--- src/rc_frame_receiver_crc8_top_defines.svh ---
// Assertion macros for the frame receiver top level.
`ifndef RC_FRAME_RECEIVER_CRC8_TOP_DEFINES_SVH
`define RC_FRAME_RECEIVER_CRC8_TOP_DEFINES_SVH

// The consequent must hold in the same cycle as the antecedent.
`define RCFR_ASSERT_SAME(lbl, ante, cons) \
  lbl: assert property (@(posedge clk) disable iff (rst) (ante) |-> (cons)) \
    else $error("frame receiver check failed in the same cycle");

// The consequent must hold in the cycle after the antecedent.
`define RCFR_ASSERT_NEXT(lbl, ante, cons) \
  lbl: assert property (@(posedge clk) disable iff (rst) (ante) |=> (cons)) \
    else $error("frame receiver check failed in the following cycle");

`endif

--- src/rcfr_pkg.sv ---
// Package with the shared types, codes and CRC function of the frame receiver.
`timescale 1ns / 1ps
package rcfr_pkg;

  localparam int NUM_CHANNELS_DEFAULT = 24;

  localparam logic [7:0] CRC_INIT = 8'hFF;
  localparam logic [7:0] CRC_POLY = 8'h31;

  // Configuration register indexes.
  localparam logic [7:0] CFG_HEADER       = 8'd0;
  localparam logic [7:0] CFG_FOOTER       = 8'd1;
  localparam logic [7:0] CFG_CHANNELS_CMD = 8'd2;
  localparam logic [7:0] CFG_CRC_ENFORCE  = 8'd3;

  // Result kinds.
  localparam logic KIND_CHANNEL = 1'b0;
  localparam logic KIND_STATUS  = 1'b1;

  // Commands from the controller to the datapath.
  typedef struct packed {
    logic take_cmd;
    logic take_len;
    logic take_data;
    logic take_crc;
    logic load_status;
    logic ch_start;
    logic ch_load;
  } rcfr_cmd_t;

  // Status from the datapath to the controller.
  typedef struct packed {
    logic hdr_match;
    logic len_zero;
    logic data_done;
    logic emit_channels;
    logic out_busy;
    logic ch_last;
  } rcfr_stat_t;

  // CRC-8, MSB first, one byte.
  function automatic logic [7:0] crc8_update(input logic [7:0] crc, input logic [7:0] b);
    logic [7:0] c;
    c = crc ^ b;
    for (int k = 0; k < 8; k++) begin
      c = c[7] ? ((c << 1) ^ CRC_POLY) : (c << 1);
    end
    return c;
  endfunction

endpackage

--- src/rcfr_datapath.sv ---
// Datapath of the frame receiver: frame registers, CRC, payload store and result register.
`timescale 1ns / 1ps
module rcfr_datapath #(
  parameter int NUM_CHANNELS = rcfr_pkg::NUM_CHANNELS_DEFAULT
) (
  input  logic                clk,
  input  logic                rst,
  input  logic                cfg_we,
  input  logic [7:0]          cfg_index,
  input  logic [7:0]          cfg_data,
  input  logic [7:0]          rx_byte,
  input  rcfr_pkg::rcfr_cmd_t cmd,
  output rcfr_pkg::rcfr_stat_t stat,
  input  logic                out_ready,
  output logic                out_valid,
  output logic                kind,
  output logic [4:0]          channel_index,
  output logic [15:0]         channel_value,
  output logic [15:0]         previous_value,
  output logic [7:0]          frame_command,
  output logic                crc_ok,
  output logic                footer_ok,
  output logic                last
);

  localparam int STORE_DEPTH = 2 * NUM_CHANNELS;
  localparam int CH_W        = (NUM_CHANNELS > 1) ? $clog2(NUM_CHANNELS) : 1;
  localparam int ADDR_W      = $clog2(STORE_DEPTH);

  logic [7:0] header_value;
  logic [7:0] footer_value;
  logic [7:0] channels_command;
  logic       crc_enforce;

  logic [7:0] frame_cmd;
  logic [7:0] payload_length;
  logic [7:0] byte_count;
  logic [7:0] running_crc;
  logic [7:0] received_crc;

  logic [7:0]  store [STORE_DEPTH];
  logic [7:0]  rd_lo;
  logic [7:0]  rd_hi;
  logic [15:0] prev [NUM_CHANNELS];

  logic [CH_W-1:0] ch_idx;
  logic [CH_W:0]   lo_pos;
  logic [CH_W:0]   hi_pos;
  logic [7:0]      lo_byte;
  logic [7:0]      hi_byte;
  logic [15:0]     new_value;
  logic            cok;
  logic            fok;

  assign lo_pos = {ch_idx, 1'b0};
  assign hi_pos = {ch_idx, 1'b1};

  // Bytes past the received length read as zero.
  assign lo_byte   = (8'(lo_pos) < payload_length) ? rd_lo : 8'd0;
  assign hi_byte   = (8'(hi_pos) < payload_length) ? rd_hi : 8'd0;
  assign new_value = {hi_byte, lo_byte};

  assign cok = (running_crc == received_crc);
  assign fok = (rx_byte == footer_value);

  always_comb begin
    stat.hdr_match     = (rx_byte == header_value);
    stat.len_zero      = (rx_byte == 8'd0);
    stat.data_done     = (8'(byte_count + 8'd1) == payload_length);
    stat.emit_channels = fok && (frame_cmd == channels_command) && (!crc_enforce || cok);
    stat.out_busy      = out_valid && !out_ready;
    stat.ch_last       = (ch_idx == CH_W'(NUM_CHANNELS - 1));
  end

  always_ff @(posedge clk) begin
    if (rst) begin
      header_value     <= 8'd0;
      footer_value     <= 8'd0;
      channels_command <= 8'd0;
      crc_enforce      <= 1'b0;
    end else if (cfg_we) begin
      case (cfg_index)
        rcfr_pkg::CFG_HEADER:       header_value     <= cfg_data;
        rcfr_pkg::CFG_FOOTER:       footer_value     <= cfg_data;
        rcfr_pkg::CFG_CHANNELS_CMD: channels_command <= cfg_data;
        rcfr_pkg::CFG_CRC_ENFORCE:  crc_enforce      <= cfg_data[0];
        default: ;
      endcase
    end
  end

  always_ff @(posedge clk) begin
    if (rst) begin
      frame_cmd      <= 8'd0;
      payload_length <= 8'd0;
      byte_count     <= 8'd0;
      running_crc    <= rcfr_pkg::CRC_INIT;
      received_crc   <= 8'd0;
    end else begin
      if (cmd.take_cmd) begin
        frame_cmd <= rx_byte;
      end
      if (cmd.take_len) begin
        payload_length <= rx_byte;
        byte_count     <= 8'd0;
        running_crc    <= rcfr_pkg::CRC_INIT;
      end
      if (cmd.take_data) begin
        byte_count  <= 8'(byte_count + 8'd1);
        running_crc <= rcfr_pkg::crc8_update(running_crc, rx_byte);
      end
      if (cmd.take_crc) begin
        received_crc <= rx_byte;
      end
    end
  end

  // Payload store: only the first bytes that can carry channels are kept.
  always_ff @(posedge clk) begin
    if (cmd.take_data && (byte_count < 8'(STORE_DEPTH))) begin
      store[byte_count[ADDR_W-1:0]] <= rx_byte;
    end
    rd_lo <= store[lo_pos[ADDR_W-1:0]];
    rd_hi <= store[hi_pos[ADDR_W-1:0]];
  end

  always_ff @(posedge clk) begin
    if (rst) begin
      ch_idx <= '0;
      for (int i = 0; i < NUM_CHANNELS; i++) begin
        prev[i] <= 16'd0;
      end
    end else if (cmd.ch_start) begin
      ch_idx <= '0;
    end else if (cmd.ch_load) begin
      prev[ch_idx] <= new_value;
      ch_idx       <= CH_W'(ch_idx + 1'b1);
    end
  end

  always_ff @(posedge clk) begin
    if (rst) begin
      out_valid <= 1'b0;
    end else if (cmd.load_status || cmd.ch_load) begin
      out_valid <= 1'b1;
    end else if (out_ready) begin
      out_valid <= 1'b0;
    end
  end

  always_ff @(posedge clk) begin
    if (cmd.load_status) begin
      kind           <= rcfr_pkg::KIND_STATUS;
      channel_index  <= 5'd0;
      channel_value  <= 16'd0;
      previous_value <= 16'd0;
      frame_command  <= frame_cmd;
      crc_ok         <= cok;
      footer_ok      <= fok;
      last           <= 1'b1;
    end else if (cmd.ch_load) begin
      kind           <= rcfr_pkg::KIND_CHANNEL;
      channel_index  <= 5'(ch_idx);
      channel_value  <= new_value;
      previous_value <= prev[ch_idx];
      frame_command  <= frame_cmd;
      crc_ok         <= cok;
      footer_ok      <= 1'b1;
      last           <= stat.ch_last;
    end
  end

endmodule

--- src/rcfr_ctrl.sv ---
// Controller of the frame receiver: frame phase tracking and the channel burst sequencer.
`timescale 1ns / 1ps
module rcfr_ctrl (
  input  logic                 clk,
  input  logic                 rst,
  input  logic                 in_valid,
  output logic                 in_ready,
  input  rcfr_pkg::rcfr_stat_t stat,
  output rcfr_pkg::rcfr_cmd_t  cmd
);

  typedef enum logic [2:0] {
    S_HUNT,
    S_CMD,
    S_LEN,
    S_DATA,
    S_CRC,
    S_FOOT,
    S_CH_READ,
    S_CH_LOAD
  } state_t;

  state_t state;
  logic   in_acc;

  // A footer beat needs the result register free; other bytes never wait on it.
  always_comb begin
    case (state)
      S_HUNT, S_CMD, S_LEN, S_DATA, S_CRC: in_ready = 1'b1;
      S_FOOT:  in_ready = !stat.out_busy;
      default: in_ready = 1'b0;
    endcase
  end

  assign in_acc = in_valid && in_ready;

  always_comb begin
    cmd.take_cmd    = in_acc && (state == S_CMD);
    cmd.take_len    = in_acc && (state == S_LEN);
    cmd.take_data   = in_acc && (state == S_DATA);
    cmd.take_crc    = in_acc && (state == S_CRC);
    cmd.load_status = in_acc && (state == S_FOOT) && !stat.emit_channels;
    cmd.ch_start    = in_acc && (state == S_FOOT) && stat.emit_channels;
    cmd.ch_load     = (state == S_CH_LOAD) && !stat.out_busy;
  end

  always_ff @(posedge clk) begin
    if (rst) begin
      state <= S_HUNT;
    end else begin
      case (state)
        S_HUNT: begin
          if (in_acc && stat.hdr_match) state <= S_CMD;
        end
        S_CMD: begin
          if (in_acc) state <= S_LEN;
        end
        S_LEN: begin
          if (in_acc) state <= stat.len_zero ? S_CRC : S_DATA;
        end
        S_DATA: begin
          if (in_acc && stat.data_done) state <= S_CRC;
        end
        S_CRC: begin
          if (in_acc) state <= S_FOOT;
        end
        S_FOOT: begin
          if (in_acc) state <= stat.emit_channels ? S_CH_READ : S_HUNT;
        end
        S_CH_READ: begin
          state <= S_CH_LOAD;
        end
        S_CH_LOAD: begin
          if (!stat.out_busy) state <= stat.ch_last ? S_HUNT : S_CH_READ;
        end
        default: begin
          state <= S_HUNT;
        end
      endcase
    end
  end

endmodule

--- src/rc_frame_receiver_crc8_top.sv ---
// Top level of the remote-control frame receiver with CRC-8 payload check.
//
// The block takes one received byte per cycle while it parses a frame (header, command,
// length, payload, CRC, footer), except where a footer byte waits, as below. A frame ending
// in a matching footer and the channels command, and a matching CRC if enforcement is on,
// starts a burst of NUM_CHANNELS channel results, each channel in a read and a load state
// as its pair of payload bytes comes through the registered read of the payload store; no
// byte is taken during the burst, which an output stall holds. Any other frame gives one
// status result, and bytes keep flowing while it waits, except that the next footer beat
// waits until the result register is free. Configuration writes are taken on every cycle.
`timescale 1ns / 1ps
`include "rc_frame_receiver_crc8_top_defines.svh"
module rc_frame_receiver_crc8_top #(
  parameter int NUM_CHANNELS = rcfr_pkg::NUM_CHANNELS_DEFAULT
) (
  input  logic        clk,
  input  logic        rst,
  input  logic        cfg_valid,
  output logic        cfg_ready,
  input  logic [7:0]  cfg_index,
  input  logic [7:0]  cfg_data,
  input  logic        in_valid,
  output logic        in_ready,
  input  logic [7:0]  rx_byte,
  output logic        out_valid,
  input  logic        out_ready,
  output logic        kind,
  output logic [4:0]  channel_index,
  output logic [15:0] channel_value,
  output logic [15:0] previous_value,
  output logic [7:0]  frame_command,
  output logic        crc_ok,
  output logic        footer_ok,
  output logic        last
);

  rcfr_pkg::rcfr_cmd_t  cmd;
  rcfr_pkg::rcfr_stat_t stat;

  assign cfg_ready = 1'b1;

  rcfr_ctrl u_ctrl (
    .clk      (clk),
    .rst      (rst),
    .in_valid (in_valid),
    .in_ready (in_ready),
    .stat     (stat),
    .cmd      (cmd)
  );

  rcfr_datapath #(
    .NUM_CHANNELS (NUM_CHANNELS)
  ) u_datapath (
    .clk            (clk),
    .rst            (rst),
    .cfg_we         (cfg_valid && cfg_ready),
    .cfg_index      (cfg_index),
    .cfg_data       (cfg_data),
    .rx_byte        (rx_byte),
    .cmd            (cmd),
    .stat           (stat),
    .out_ready      (out_ready),
    .out_valid      (out_valid),
    .kind           (kind),
    .channel_index  (channel_index),
    .channel_value  (channel_value),
    .previous_value (previous_value),
    .frame_command  (frame_command),
    .crc_ok         (crc_ok),
    .footer_ok      (footer_ok),
    .last           (last)
  );

  // A result beat is never written over one that is still waiting.
  `RCFR_ASSERT_SAME(a_no_overwrite, cmd.load_status || cmd.ch_load, !(out_valid && !out_ready))
  // A status frame leaves exactly one final status beat.
  `RCFR_ASSERT_NEXT(a_status_beat, cmd.load_status, out_valid && kind && last)
  // The final channel of a burst is marked as the last beat.
  `RCFR_ASSERT_NEXT(a_burst_end, cmd.ch_load && stat.ch_last, out_valid && !kind && last)
  // No byte is taken while the channel burst runs.
  `RCFR_ASSERT_SAME(a_no_byte_in_burst, cmd.ch_load, !(in_valid && in_ready))

endmodule

--- config.mk ---
export PLATFORM = sky130hd
export DESIGN_NAME = rc_frame_receiver_crc8_top
export DESIGN_NICKNAME = d
export VERILOG_FILES = /design/src/rcfr_pkg.sv /design/src/rcfr_datapath.sv /design/src/rcfr_ctrl.sv /design/src/rc_frame_receiver_crc8_top.sv
export VERILOG_INCLUDE_DIRS = /design/src /design/src/src
export SDC_FILE = /design/constraint.sdc
export NUM_CORES = 1
export LEC_CHECK = 0
export BUFFER_PORTS_ARGS = -buffer_cell sky130_fd_sc_hd__buf_2
export CAP_MARGIN = 0
export CORE_MARGIN = 2
export CORE_UTILIZATION = 32
export DETAILED_ROUTE_END_ITERATION = 8
export GPL_TIMING_DRIVEN = 0
export PLACE_DENSITY = 0.47
export SLEW_MARGIN = 20
export SYNTH_ARGS = -nofsm -noshare
export SYNTH_HDL_FRONTEND = slang
export SYNTH_SLANG_ARGS = --single-unit
--- constraint.sdc ---
create_clock -name clk -period 4.3 [get_ports clk]
set_input_delay 0.43 -clock clk [delete_from_list [all_inputs] [get_ports clk]]
set_output_delay 0.43 -clock clk [all_outputs]
set_load 0.03 [all_outputs]
# Yosys cells after proc, flatten, opt, wreduce, memory -nomap -nowiden
# Memory sizes are Yosys's and may differ from the RTL's. A register that Yosys moved wholly into a read port is not among the register bits.
# Cells that the tools add are included.
[word_totals]
ff_bits = 107
ram_bits = 768
in_bits = 29
out_inout_bits = 52
memories = 2
[op_classes]
add_sub_neg = 2
magnitude_cmp = 3
eq_ne = 23
n_mux = 45
n_bitwise = 9
n_reduce_logical = 35
[mem_list]
columns = ["name", "depth", "word_bits", "read_ports", "rd_ports_with_merged_regs", "write_ports", "line_no", "source"]
rows = [
  ["u_datapath.prev", 24, 16, 1, 1, 24, "rcfr_datapath.sv:44", "logic [15:0] prev [NUM_CHANNELS];"],
  ["u_datapath.store", 48, 8, 2, 2, 1, "rcfr_datapath.sv:41", "logic [7:0] store [STORE_DEPTH];"],
]
[ops]
columns = ["op", "n"]
rows = [
  ["$mux W8", 8],
  ["$mux W6", 8],
  ["$eq A8 B8 Y1", 5],
  ["$mux W3", 10],
  ["$not A3 Y3", 8],
  ["$pmux W3 S8", 1],
  ["$eq A8 B2 Y1 const B", 2],
  ["$logic_not A8 Y1", 2],
  ["$lt A6 B8 Y1", 2],
  ["$mux W16", 1],
  ["$reduce_or A16 Y1", 1],
  ["$logic_and A1 B1 Y1", 15],
  ["$mux W1", 15],
  ["$eq A3 B3 Y1 const B", 4],
  ["$ne A2 B1 Y1 const B", 5],
  ["$add A8 B1 Y8 const B", 1],
  ["$eq A8 B1 Y1 const B", 1],
  ["$lt A8 B6 Y1 const B", 1],
  ["$reduce_and A2 Y1", 4],
  ["$xor A8 B8 Y8", 1],
  ["$reduce_and A7 Y1", 1],
  ["$eq A3 B2 Y1 const B", 2],
  ["$reduce_bool A2 Y1", 3],
  ["$add A5 B1 Y5 const B", 1],
  ["10 further kinds", 15],
]

# Depth between registers and ports, before layout
# Gate-level depths: netlist of run 1.
[logic_depth]
depth_word = 18
depth_mapped = 14
depth_no_buf = 8

# By module
# A second synthesis of run 1 with hierarchy kept.
[hier_totals]
hier_cells = 2706
hier_area_um2 = 43834.5
[by_module_without_submodules]
columns = ["mod", "instances", "cells_per_inst", "area_per_inst_um2", "seq_area_each_um2"]
rows = [
  ["rcfr_datapath", 1, 2660, 43510.5, 29728.5],
  ["rcfr_ctrl", 1, 44, 312.8, 60.1],
  ["rc_frame_receiver_crc8_top", 1, 2, 11.3, 0.0],
]

# Worst setup path before layout of run 1
# OpenSTA, ideal clock, no wires.
[synth_path]
kind = "register to register"
startpoint = "reg u_datapath.ch_idx[0]"
endpoint = "mem u_datapath.prev[15][0], data pin"
setup_time_ps = 160
t_arrival_ps = 3193
required_time_ps = 4140
setup_slack_ps = 947
stages_incl_launch_ff = 15
n_path_buf = 6
synth_period_minus_slack_ps = 3353
cell_sequence = "dfxtp_1 buf_4 buf_4 buf_2 buf_2 inv_1 ha_1 nor2b_1 o21a_1 o21a_1 o2111ai_2 buf_2 nand2_1 clkbuf_1 nor3_1"
[synth_rtl]
columns = ["element", "line_no", "source"]
rows = [
  ["start: declaration", "rcfr_datapath.sv:46", "logic [CH_W-1:0] ch_idx;"],
  ["start signal: assignment", "rcfr_datapath.sv:137", "ch_idx <= CH_W'(ch_idx + 1'b1);"],
  ["end: declaration", "rcfr_datapath.sv:44", ""],
]

==> impl_metrics.tcl, run 1 <==
set metrics [dict create \
    hold_violations 0 \
    rsz0062_at_grt "false" \
    syn_to_final_growth_pct 15.1 \
    synth_edf_count 906 \
    crit_arrival_ps 4490 \
    cp_slowest_cell "nor3_2" \
    numCtsBuffers 110 \
    setup_viol 0 \
    hold_class "in2reg" \
    hold_slack_ps 47.6 \
    dieArea_sq_mm 0.136 \
    cp_top_family "simple AND/OR/NAND/NOR gates" \
    grt_pass1_vias 25844 \
    power.density_mw_per_mm2 473 \
    setup_ws_ps 109 \
    syn_nets 2807 \
    ios 81 \
    tritoncts "built" \
    cp_data_required_time_ps 4600 \
    gp_congestion 0.956 \
    grtUsageMet1 0.261 \
    drtAntennaViolNets 0 \
    grt_busiest_layer "met2" \
    avgSynthCellArea_sq_um 15.4 \
    ir_worst_vdd_uv 294 \
    path_clk_slew_ps 60 \
    ys_seq_area_frac 0.699 \
    drt_iter0_markers 2635 \
    fp.coreArea_sq_mm 0.132 \
    crit_type "reg2reg" \
    cp_num_buf_inv 3 \
    ys.flop_type "edfxtp_1" \
    hpwl_um 97400 \
    cp_max_fo 16 \
    first_pass_iters 6 \
    viasPerCell 5.28 \
    yosysUniqueCellTypes 69 \
    final_util 0.372 \
    fin_cells 4823 \
    place_ws_ps -1690 \
    cts_max_level 3 \
    tightest_slew_ps 1130 \
    synthArstFlopShare 0 \
    layout_min_cycle_time_ps 4190 \
    clock_latency_ps 700 \
    clk_path_buf_depth 3 \
    netlist_instances 2767 \
    grt_use_met2 0.327 \
    drive_gt1_frac 0.207 \
    wl_per_cell_um 28.5 \
    grt_start_max_net_pins 50 \
    grt_pass1_wl_um 193000 \
    dieHeight_um 369 \
    start_kind "flop" \
    cpMostUsedCell "nand2_1" \
    cp-end-kind "flop" \
    clock_sinks 1035 \
    ctsRootBufferMaster "clkbuf_16" \
    nets 3019 \
    synth_warnings 0 \
    fill_cells 12479 \
    layout_common_cells "edfxtp_1, nor2_1, mux4_2" \
    port_buffers 77 \
    setup_tns_ps 0 \
    power_leakage_nw 15.7 \
    drt-total-wl_um 138000 \
    fin_crit_sh 0.975 \
    grtUsageTotal 0.201 \
    drc 0 \
    gr-total-overflow 0 \
    slew_violations 0 \
    start_util 0.323 \
    ys_ff_latch 1035 \
    global_route.usage.met3 0.0477 \
    layout_commonest_cell "edfxtp_1" \
    max_freq_ghz 0.239 \
    slowest_delay_ps 870 \
    r2r_setup_slack_ps 110 \
    placementRows 133 \
    syn_area_sq_mm 0.0426 \
    die_w_um 369 \
    vias 25466 \
    worstPathCellList "buf_2 -> inv_2 -> nor3_2 -> clkbuf_1 -> nand2_1 -> nand2_1" \
    slew_headroom 0.244 \
    status "complete, no violations" \
    cts_setup_buffers 0 \
    dp.cells 4621 \
    clock_skew_ps 25.5 \
    antenna_found_initial 2 \
    maxCapViolations 0 \
]
## cell usage after synthesis (all sizes together), types with 31 or more instances
master / n / area share
mux2i: 48 / 0.011
edfxtp: 906 / 0.64
clkbuf: 112 / 0.0099
a22oi: 61 / 0.011
buf: 100 / 0.014
xnor2: 33 / 0.0070
mux4: 224 / 0.12
nor2: 450 / 0.040
xor2: 31 / 0.0064
dfxtp: 129 / 0.061
a21oi: 78 / 0.0092
nand2: 194 / 0.017
nor3: 93 / 0.011
nand3: 91 / 0.012
## worst register-to-register path, stage by stage (launching register included)
cell	delay, ps
dfxtp_1	380
buf_2	240
inv_2	180
nor3_2	870
clkbuf_1	770
nand2_1	510
nand2_1	840
## final timing paths
check | startpoint | endpoint | cells past startpoint
max reg2reg | u_datapath.ch_idx[2] | u_datapath.prev[7][3] | 6
min reg2reg | u_datapath.kind | u_datapath.kind | 1
min | cfg_data[4] | u_datapath.footer_value[4] | 3
max | u_datapath.ch_idx[2] | u_datapath.prev[7][3] | 6
## registers in the layout, indices dropped and copies added (netlist names), 16 cells and up
signal	flops
u_datapath.prev	512
u_datapath.store	384
u_datapath.previous_value	16
u_datapath.channel_value	16
## through the flow
step / area, sq um / power (mW)
6_report: 49100 / 23.2
5_1_grt: 49100 / 23.9
4_1_cts: 49000 / 23.4
3_5_place_dp: 45500 / 14.1
3_3_place_gp: 45200 / 14.1
2_1_floorplan: 42600 / 13.1
## area by class of cell
type | count | area [sq um] | area share
Multi-Input combinational cell | 1490 | 11800 | 0.241
Inverter | 30 | 113 | 0.00229
Antenna cell | 1 | 2.50 | 0.0000510
Buffer | 209 | 1030 | 0.0209
Sequential cell | 1035 | 29800 | 0.607
Timing Repair Buffer | 103 | 644 | 0.0131
Tap cell | 1755 | 2200 | 0.0447
Clock buffer | 147 | 3080 | 0.0627
Clock inverter | 53 | 400 | 0.00816
## per-layer routing
metal | wire length [um] | up-vias | part of all wire
met3 | 10200 | 233 | 0.074
met5 | 0 | - | 0
li1 | - | 10941 | -
met4 | 5830 | 0 | 0.042
met2 | 65700 | 1035 | 0.48
met1 | 55800 | 13257 | 0.41
## cells by family (layout without fill, tap and decap cells)
group	after synthesis	after routing	share of synthesized area
other	1	2	0.0000880
buffers and inverters	242	542	0.0261
flip-flops	1035	1035	0.699
AO/OA/AOI/OAI	204	204	0.0309
multiplexers	277	277	0.131
adder cells (fa/ha/maj)	11	11	0.00323
AND/OR/NAND/NOR	932	932	0.0961
XOR/XNOR	65	65	0.0139
## repair_timing
action / CTS / global route
setup endpoints to repair: 845 / 160
gates resized for setup: 24 / 8
hold endpoints to repair: 4 / 0
hold buffers: 3 / 0
## power breakdown
group,leakage [nW],total [mW],internal (mW),switching (mW)
registers,9.55,11.5,11.4,0.185
logic,4.40,2.45,0.612,1.83
clock network,1.71,9.22,5.29,3.93
No activity file was read; power rests on OpenSTA's default activity.
==> run 2: changes to the inputs <==
--- a/config.mk
+++ b/config.mk
@@ -9,10 +9,10 @@
 export BUFFER_PORTS_ARGS = -buffer_cell sky130_fd_sc_hd__buf_2
 export CAP_MARGIN = 0
 export CORE_MARGIN = 2
-export CORE_UTILIZATION = 32
+export CORE_UTILIZATION = 55
 export DETAILED_ROUTE_END_ITERATION = 8
 export GPL_TIMING_DRIVEN = 0
-export PLACE_DENSITY = 0.47
+export PLACE_DENSITY_LB_ADDON = 0.05
 export SLEW_MARGIN = 20
 export SYNTH_ARGS = -nofsm -noshare
 export SYNTH_HDL_FRONTEND = slang
==> run 2 against run 1 <==
Critical path depth grew 2. Clock-buffer cell count shrank 4. Via count grew 1.8%. Clock power shrank 1%. Clock skew grew 2.4 ps. Routed wire length shrank 9.7%. Non-clock buffer count shrank 4. Setup slack gained 31 ps. Combinational power shrank 7%. First-iteration DRC count grew 30%. Fmax grew 0.73%. Critical path type unchanged. Largest power group unchanged.
==> impl_metrics.tcl, run 2 (same netlist as run 1, synthesis figures left out) <==
set metrics [dict create \
    final_util 0.623 \
    slew_headroom 0.162 \
    r2r-start "u_ctrl.state[0]" \
    syn_to_final_growth_pct 12.7 \
    hold_violations 0 \
    r2r-end "u_datapath.prev[19][11]" \
    tightest_slew_ps 1260 \
    gr-total-overflow 0 \
    pwr-share-seq 0.504 \
    port_buffers 77 \
    ir_worst_vdd_uv 404 \
    comb_power_share 0.100 \
    setup_viol 0 \
    status "complete, no violations" \
    top_register "u_datapath.prev" \
    grt_pass1_vias 25472 \
    antenna_found_initial 1 \
    r2r_setup_slack_ps 140 \
    dpl_cell_area_sq_mm 0.0446 \
    layout_commonest_cell "edfxtp_1" \
    drtAntennaViolNets 0 \
    ctsRootBufferMaster "clkbuf_16" \
    vias 25929 \
    hpwl_um 86500 \
    clock_skew_ps 27.9 \
    viasPerCell 6.32 \
    p_int_mw 17.2 \
    rsz0062_at_grt "false" \
    clk_path_buf_depth 3 \
    seqCellArea_sq_mm 0.0298 \
    power.switching_mw 5.76 \
    setup_ws_ps 140 \
    place_ws_ps -1290 \
    numCtsBuffers 105 \
    layout_common_cells "edfxtp_1, nor2_1, mux4_2" \
    cp_data_required_time_ps 4580 \
    multiInputGateArea_sq_mm 0.0118 \
    hold_path_end "u_datapath.footer_value[2]" \
    layout_min_cycle_time_ps 4160 \
    fp.coreArea_sq_mm 0.0771 \
    dieHeight_um 282 \
    ctsHoldBuffers 0 \
    grt_pass1_wl_um 177000 \
    drt-total-wl_um 124000 \
    drc 0 \
    ios 81 \
    start_util 0.553 \
    fin_crit_sh 0.967 \
    tritoncts "built" \
    design_area_sq_mm 0.0480 \
    power.density_mw_per_mm2 479 \
    hold_depth 3 \
    switching_share 0.251 \
    drive_gt1_frac 0.204 \
    first_pass_iters 5 \
    cts_max_level 3 \
    hp-start "cfg_data[2]" \
    dieArea_sq_mm 0.0797 \
    fill_cells 5853 \
    slew_violations 0 \
    max_freq_ghz 0.240 \
    largest_register_ffs 512 \
    grtUsageTotal 0.317 \
    hold_class "in2reg" \
    drt_iter0_markers 3436 \
    cp_max_fo 16 \
    maxCapViolations 0 \
    die_w_um 282 \
    path_clk_slew_ps 60 \
    power_leakage_nw 15.6 \
    clockPowerShare 0.397 \
    clock_sinks 1035 \
    reg2reg_depth 8 \
    placementRows 102 \
    start_kind "flop" \
    grt_start_max_net_pins 50 \
    crit_type "reg2reg" \
    cp-end-kind "flop" \
    gp_congestion 0.992 \
    clock_latency_ps 680 \
    crit_arrival_ps 4440 \
    wl_per_cell_um 30.3 \
    nets 3010 \
]
run 2: power by group through the flow:
| stage | sequential [mW] | clock (mW) | combinational [mW] |
|---|---|---|---|
| final | 11.6 | 9.12 | 2.29 |
| after global routing | 11.6 | 9.58 | 2.42 |
| after CTS | 11.6 | 9.19 | 2.26 |
| after detailed placement | 11.8 | 0 | 2.25 |
| after global placement | 11.8 | 0 | 2.20 |
| after floorplan | 11.9 | 0 | 1.16 |
run 2: how the worst max path moves through the flow:
stage	slack, ps	to	from	cells past startpoint
final	140	u_datapath.prev[19][11]	u_ctrl.state[0]	8
after global placement	-1660	u_datapath.prev[28][10]	rx_byte[5]	10
after global routing	80	u_datapath.prev[15][1]	u_datapath.ch_idx[0]	12
after floorplan	950	u_datapath.prev[15][0]	u_datapath.ch_idx[0]	14
after detailed placement	-1290	u_datapath.prev[17][6]	u_datapath.ch_idx[1]	9
after CTS	50	u_datapath.prev[15][0]	u_datapath.ch_idx[0]	13
run 2: worst max-delay path, stage by stage, from the launching register on:
cell      delay (ps)
dfxtp_1          350
buf_2            240
nand2_1           70
nor2_1           230
buf_2            310
and2_1           200
clkbuf_1         780
nand2_1          620
nand2_1          970
run 2: timing repair:
action                     CTS  global route
setup buffers                0             0
setup endpoints to repair  753            99
gates resized for setup     15             8
run 2: layer usage:
layer | part of all wire | wire (um) | global-route usage | vias up
li1 | - | - | - | 10898
met1 | 0.38 | 47800 | 0.435 | 13191
met2 | 0.46 | 57600 | 0.491 | 1505
met3 | 0.090 | 11100 | 0.0577 | 335
met4 | 0.063 | 7790 | 0.167 | 0
met5 | 0 | 0 | 0 | -
run 2: stage by stage:
stage | TNS, ps | hold slack (ps) | cells | power, mW
global route | 0 | 55.8 | 4098 | 23.6
finish | 0 | 69.3 | 4101 | 23.0
global placement | -506760 | 481 | 3884 | 14.0
floorplan | 0 | 449 | 2767 | 13.1
detailed placement | -318210 | 478 | 3905 | 14.0
CTS | 0 | 40.2 | 4098 | 23.0
run 2: area by class of cell:
cell class / instances / area share
Antenna cell: 3 / 0.000156
Buffer: 209 / 0.0211
Clock buffer: 143 / 0.0607
Clock inverter: 52 / 0.0110
Inverter: 30 / 0.00234
Multi-Input combinational cell: 1490 / 0.246
Sequential cell: 1035 / 0.620
Tap cell: 1040 / 0.0271
Timing Repair Buffer: 99 / 0.0120
